`src/skdt_pkg.sv`:
```
// Shared types and constants for the strongest-k device table.
// No dependencies.
package skdt_pkg;

	typedef enum logic [1:0] {
		MODE_UPSERT = 2'd0,
		MODE_READ   = 2'd1,
		MODE_CLEAR  = 2'd2,
		MODE_NONE   = 2'd3
	} mode_t;

	// Classified command passed from front to back.
	typedef struct packed {
		logic [1:0]  mode;
		logic        ok;
		logic [63:0] identity;
		logic [3:0]  identity_length;
		logic [7:0]  rssi;
		logic [63:0] label;
		logic [3:0]  label_length;
		logic [5:0]  entry_index;
	} cmd_t;

	typedef enum logic [2:0] {
		ST_IDLE,
		ST_SEARCH,
		ST_SORT,
		ST_DONE
	} state_t;

	function automatic logic [63:0] byte_mask(input logic [3:0] n);
		logic [63:0] m;
		m = '0;
		for (int b = 0; b < 8; b++) begin
			if (4'(b) < n) m[b*8 +: 8] = 8'hFF;
		end
		return m;
	endfunction

endpackage

```
`src/skdt_front.sv`:
```
// Front end: accepts input beats, validates and masks them, feeds a short queue.
// Depends on skdt_pkg.
module skdt_front import skdt_pkg::*; #(
	parameter int ID_BYTES    = 8,
	parameter int LABEL_BYTES = 8
) (
	input  logic        clk,
	input  logic        arst_n,
	input  logic        valid,
	output logic        ready,
	input  logic [1:0]  mode,
	input  logic        is_ble,
	input  logic [63:0] identity,
	input  logic [3:0]  identity_length,
	input  logic [7:0]  rssi,
	input  logic [63:0] label,
	input  logic [3:0]  label_length,
	input  logic [5:0]  entry_index,
	output logic        cmd_valid,
	input  logic        cmd_ready,
	output cmd_t        cmd
);

	localparam logic [3:0] IdMax  = 4'(ID_BYTES);
	localparam logic [3:0] LabMax = 4'(LABEL_BYTES);

	cmd_t       in_cmd;
	logic [3:0] labl;
	cmd_t       fifo_q [2];
	logic       wr_ptr_q, rd_ptr_q;
	logic [1:0] cnt_q;

	always_comb begin
		labl = (label_length > LabMax) ? LabMax : label_length;
		in_cmd.mode            = mode;
		in_cmd.ok              = is_ble && identity_length != 4'd0 &&
		                         identity_length <= IdMax;
		in_cmd.identity        = identity & byte_mask(identity_length);
		in_cmd.identity_length = identity_length;
		in_cmd.rssi            = rssi;
		in_cmd.label           = label & byte_mask(labl);
		in_cmd.label_length    = labl;
		in_cmd.entry_index     = entry_index;
	end

	assign ready     = cnt_q != 2'd2;
	assign cmd_valid = cnt_q != 2'd0;
	assign cmd       = fifo_q[rd_ptr_q];

	always_ff @(posedge clk) begin
		if (valid && ready) fifo_q[wr_ptr_q] <= in_cmd;
	end

	always_ff @(posedge clk or negedge arst_n) begin
		if (!arst_n) begin
			wr_ptr_q <= 1'b0;
			rd_ptr_q <= 1'b0;
			cnt_q    <= 2'd0;
		end else begin
			if (valid && ready) wr_ptr_q <= ~wr_ptr_q;
			if (cmd_valid && cmd_ready) rd_ptr_q <= ~rd_ptr_q;
			cnt_q <= cnt_q + 2'(valid && ready) - 2'(cmd_valid && cmd_ready);
		end
	end

	assert property (@(posedge clk) disable iff (!arst_n) cnt_q != 2'd3)
		else $error("queue count overflow");
	assert property (@(posedge clk) disable iff (!arst_n)
		cnt_q == 2'd2 && !(cmd_valid && cmd_ready) |=> cnt_q == 2'd2)
		else $error("full queue lost an entry");
	assert property (@(posedge clk) disable iff (!arst_n)
		cnt_q == 2'd0 |-> !cmd_valid)
		else $error("empty queue presents a command");

endmodule

```
`config.mk`:
```
export PLATFORM = sky130hd
export DESIGN_NAME = skdt_front
export DESIGN_NICKNAME = d
export VERILOG_FILES = /design/src/skdt_pkg.sv /design/src/skdt_front.sv
export SDC_FILE = /design/constraint.sdc
export NUM_CORES = 1
export LEC_CHECK = 0
export CAP_MARGIN = 20
export CORE_UTILIZATION = 40
export CTS_CLUSTER_SIZE = 16
export DETAILED_ROUTE_END_ITERATION = 10
export DONT_BUFFER_PORTS = 1
export SYNTH_ARGS = -nofsm -noshare
export SYNTH_HDL_FRONTEND = slang
export SYNTH_SLANG_ARGS = --single-unit
```
`constraint.sdc`:
```
create_clock -name clk -period 8.1 [get_ports clk]
set_input_delay 1.215 -clock clk [delete_from_list [all_inputs] [get_ports clk]]
set_output_delay 1.215 -clock clk [all_outputs]
set_load 0.01 [all_outputs]
```
* Word level (Yosys, flattened, before mapping)
Memories as Yosys holds them, arrays and structs flattened. Cells that the tools add are included.
Word-level totals: flip-flop bits (word level) 4, bits in latches 0, memory bits (writable) 306, bits in read-only memories 0, output and inout port bits 155, logic and storage cells 54, memories kept 1
Memories:
- fifo_q | words 2, bits a word 153, rd ports 1, clocked after memory_dff 0, wr ports 1, line skdt_front.sv:29 | cmd_t fifo_q [2];
Operators by class: $add $sub $neg 2, $mul 0, divide/modulo/power cells 0, order comparisons 18, eq/ne operators 1, shift operators 0, multiplexer cells 19, bitwise logic cells 4, reductions and logical operators 6
Operators with widths (number):
- AND 64 bit | 2
- 2-to-1 mux 8 bit | 16
- < comparator 3 x 4 -> 1 bit, first input constant | 8
- < comparator 1 x 4 -> 1 bit, first input constant | 4
- < comparator 2 x 4 -> 1 bit, first input constant | 4
- greater-than comparator 4 bit, second input constant | 1
- less-or-equal comparator 4 bit, second input constant | 1
- logical AND 1 bit | 4
- 2-to-1 mux 4 bit | 1
- nonzero test 4 bit | 1
- adder 2 x 1 -> 2 bit | 1
- 2-to-1 mux 1 bit | 2
- != test 2 bit, second input constant | 1
- NOT 1 bit | 2
- nonzero test 2 bit | 1
- subtractor 2 x 1 -> 2 bit | 1

* Logic depth before layout (Yosys ltp)
depth after elaboration 5, depth in mapped cells 7, depth with buffers taken out 7

* Worst setup path before layout
Ideal clock, no wire load.
path kind input -> register, start input valid, end memory fifo_q[0][0] in the netlist's numbering (enable), data arrival time 7.662 ns, data required time 7.432 ns, setup slack -0.230 ns, stages 2, path buffers 0, cells stage by stage nand2_1 -> nor2_1
Between the ends: word-level cells in the longest chain between the ends 3
RTL lines:
- from (decl) | line skdt_front.sv:9 | input logic valid,
- logical AND 1 bit | line skdt_front.sv:51 | if (valid && ready) fifo_q[wr_ptr_q] <= in_cmd;
- 2-to-1 mux 1 bit | line skdt_front.sv:51
- 2-to-1 mux 1 bit (implied by the code) | line skdt_front.sv:51
- to (decl) | line skdt_front.sv:29
Every way passes these cells.

==> results.cfg <==
[grt]
antenna_found_initial = 4
via_count_of_the_first_global_routing_pass = 5788
grt_overflow_total = 0
grt_max_degree = 76
grt_first_pass_wirelength_microns = 34000
grt_use_total_pct = 14.70

[critical_path]
crit_path_top_delay_cell = dfrtp_4
timing_worst_setup_path_type = flop to primary output
crit_path_cell_trace = buf_4 -> mux2_2
timing.critical_path.fanout_max = 59
cp_data_arrival_time_ps = 2590
ff2ff_path_depth = 4
timing.rr.start = cnt_q[1]
worst_path_largest_cell_delay_ps = 830
worstReg2RegEnd = fifo_q[0][48]
r2r_setup_slack_ps = 5200
critical_path.startpoint_type = flop
nature_of_the_critical_path_endpoint = primary output
worst_path_required_ps = 6880

[layout]
layout.cells.most_common = edfxtp_1
multi_input_comb_area_sq_mm = 0.002799
sequential_cell_area_in_the_final_layout_sq_mm = 0.009293
final_layout_size_suffix_gt1_share_pct = 31.63
final_cell_mix = edfxtp_1, mux2_2, nor2b_1, clkbuf_16, and2_1
design.final.nets = 826
relative_area_change_from_synthesis_to_final_layout_pct = 11.66
final.fill_count = 2540
post-route-cell-area_sq_mm = 0.01363

[sta]
grt_setup_unrepaired = no
period_utilization_pct = 47.02
setup_total_negative_slack_ps = 0
clock_skew_ps = 6.274
slew_violations = 0
tightest_slew_ps = 1046
fmax_mhz = 262.6
max-slew-margin-rel_pct = 30.09
final-hold-violation-count = 0
post-route-min-period_ps = 3809
setup_viol = 0

[placed_design]
detailed_place.area_sq_mm = 0.01263
detailed_placement_hpwl_microns = 15950
port_buffers = 0
gp_routability_congestion = 0.7662

[power]
leakagePower_uw = 0.004462
switch_pwr_uw = 1426
pwr-share-seq_pct = 47.8
combinational_group_share_of_total_power_pct = 24.0
power_report.internal_total_uw = 3467
proportion_of_power_drawn_by_the_clock_network_pct = 28.2
pwr_density_cell_mw_per_mm2 = 358.9
switching_portion_of_total_power_pct = 29.14
vdd_ir_drop_max_mv = 0.1839

[outcome]
status = completed

[die]
ioPinCount = 312
vert_die_dim_microns = 176.7
die_area_sq_mm = 0.03123
starting_density_pct = 40.98
die-width_microns = 176.7
fp.coreArea_sq_mm = 0.02980
rows = 63

[routing]
detailedRoute.firstPassIterationCount = 5
routed_via_density = 5.137
detail_route.drc_violations = 0
drt_wl_total_microns = 23690
drt_iter0_drc = 288
detail-route-antenna-nets = 0
wl_per_cell_microns = 21.98
detailroute.via_count = 5538

[job]
timing.max_cap.violations = 0

[yosys]
seq_area_frac_synth_pct = 76.08
syn_avg_cell_area_sq_um = 18.84
synthCells = 648
synth_largest_area_cell = edfxtp_1
synthesis.nets = 807
yosysWarnings = 0
ys_ff_latch = 310
synth.distinct_cells = 29
async_reset_ff_share_pct = 1.290
syn_area_sq_mm = 0.01221
synth.top_cells.by_area = edfxtp_1, mux2_2, nor2b_1
synth_flop_cell = edfxtp_1
synth_edf_count = 306
netlist.area_leader.share_pct = 75.26

[clocking]
cts-hold-fix-buffers = 0
tritoncts = built
clock_latency_on_the_worst_skew_pair_ps = 490
cts_inserted_buffers = 34
cts_root_buffer = clkbuf_16
path_clk_slew_ps = 60
htree_num_levels = 2
cts_repair_resize_count = 0
cts_buffer_depth = 3
cts_setup_buffers = 0
cts.sinks = 310

[worst_hold_path]
worstHoldPathType = input pin to async pin
[final cells by class]
class,instances,area share (%)
Inverter,1,0.02753
Antenna cell,2,0.03671
Multi-Input combinational cell,314,20.53
Tap cell,390,3.579
Sequential cell,310,68.16
Timing Repair Buffer,6,0.3304
Clock buffer,38,6.507
Clock inverter,17,0.8260
[flip-flops by register name, indices dropped and copies added, names as in the netlist]
name and flops:
cnt_q 2, wr_ptr_q 1, fifo_q 306, rd_ptr_q 1
[power groups by stage]
stage / clock, uW / sequential, uW / combinational, uW
3_5_place_dp: 0 / 2380 / 1200
5_1_grt: 1480 / 2380 / 1260
2_1_floorplan: 0 / 2350 / 1000
4_1_cts: 1420 / 2350 / 1210
3_3_place_gp: 0 / 2360 / 1170
6_report: 1380 / 2340 / 1170
[kinds of logic after synthesis]
family,synth area share [%]
flip-flops,76.08
multiplexers,14.11
AND/OR/NAND/NOR,7.625
buffers and inverters,1.096
AO/OA/AOI/OAI,0.5944
XOR/XNOR,0.2870
adder cells (fa/ha/maj),0.2049
[worst max path at each step]
| stage | from | end | cells past startpoint |
|---|---|---|---|
| floorplan | valid | fifo_q[0][0] | 2 |
| global placement | valid | fifo_q[0][17] | 3 |
| detailed placement | valid | fifo_q[0][48] | 3 |
| CTS | rd_ptr_q | cmd[69] | 2 |
| global route | rd_ptr_q | cmd[69] | 2 |
| finish | rd_ptr_q | cmd[69] | 2 |
[layer usage]
layer	part of all wire [%]	vias to the layer above	track usage [%]	routed length (microns)
li1	-	2482	-	-
met3	11	47	6.035	2499
met5	0.097	-	0	23
met4	2.3	4	4.921	550
met2	50	250	25.56	11830
met1	37	2755	16.20	8786
[Yosys cell counts (all sizes together) (2+ instances only)]
| master | instances |
|---|---|
| a31oi | 2 |
| buf | 20 |
| ha | 2 |
| nor2 | 3 |
| and2 | 17 |
| clkbuf | 3 |
| xnor2 | 3 |
| nor3 | 4 |
| and2b | 2 |
| a211oi | 2 |
| or2 | 3 |
| a21oi | 4 |
| dfrtp | 4 |
| nor2b | 113 |
| mux2 | 153 |
| edfxtp | 306 |
[per-stage QoR]
stage | total power (uW) | hold slack (ps) | cells | setup slack (ps) | utilization [%]
final | 4893 | 418.8 | 1078 | 4291 | 45.75
after global routing | 5112 | 385.8 | 1077 | 4148 | 45.75
after CTS | 4978 | 389.0 | 1076 | 4214 | 45.74
after detailed placement | 3579 | 485.2 | 1021 | 4532 | 42.38
after global placement | 3530 | 476.6 | 1021 | 4635 | 42.38
after floorplan | 3350 | 460.4 | 648 | 2356 | -
[critical path: cells and delay by family (launching register included)]
kind,cells,cell delay (ps)
buf+inv,1,730
mux,1,460
flops,1,830
(Power assumes the default switching activity.)
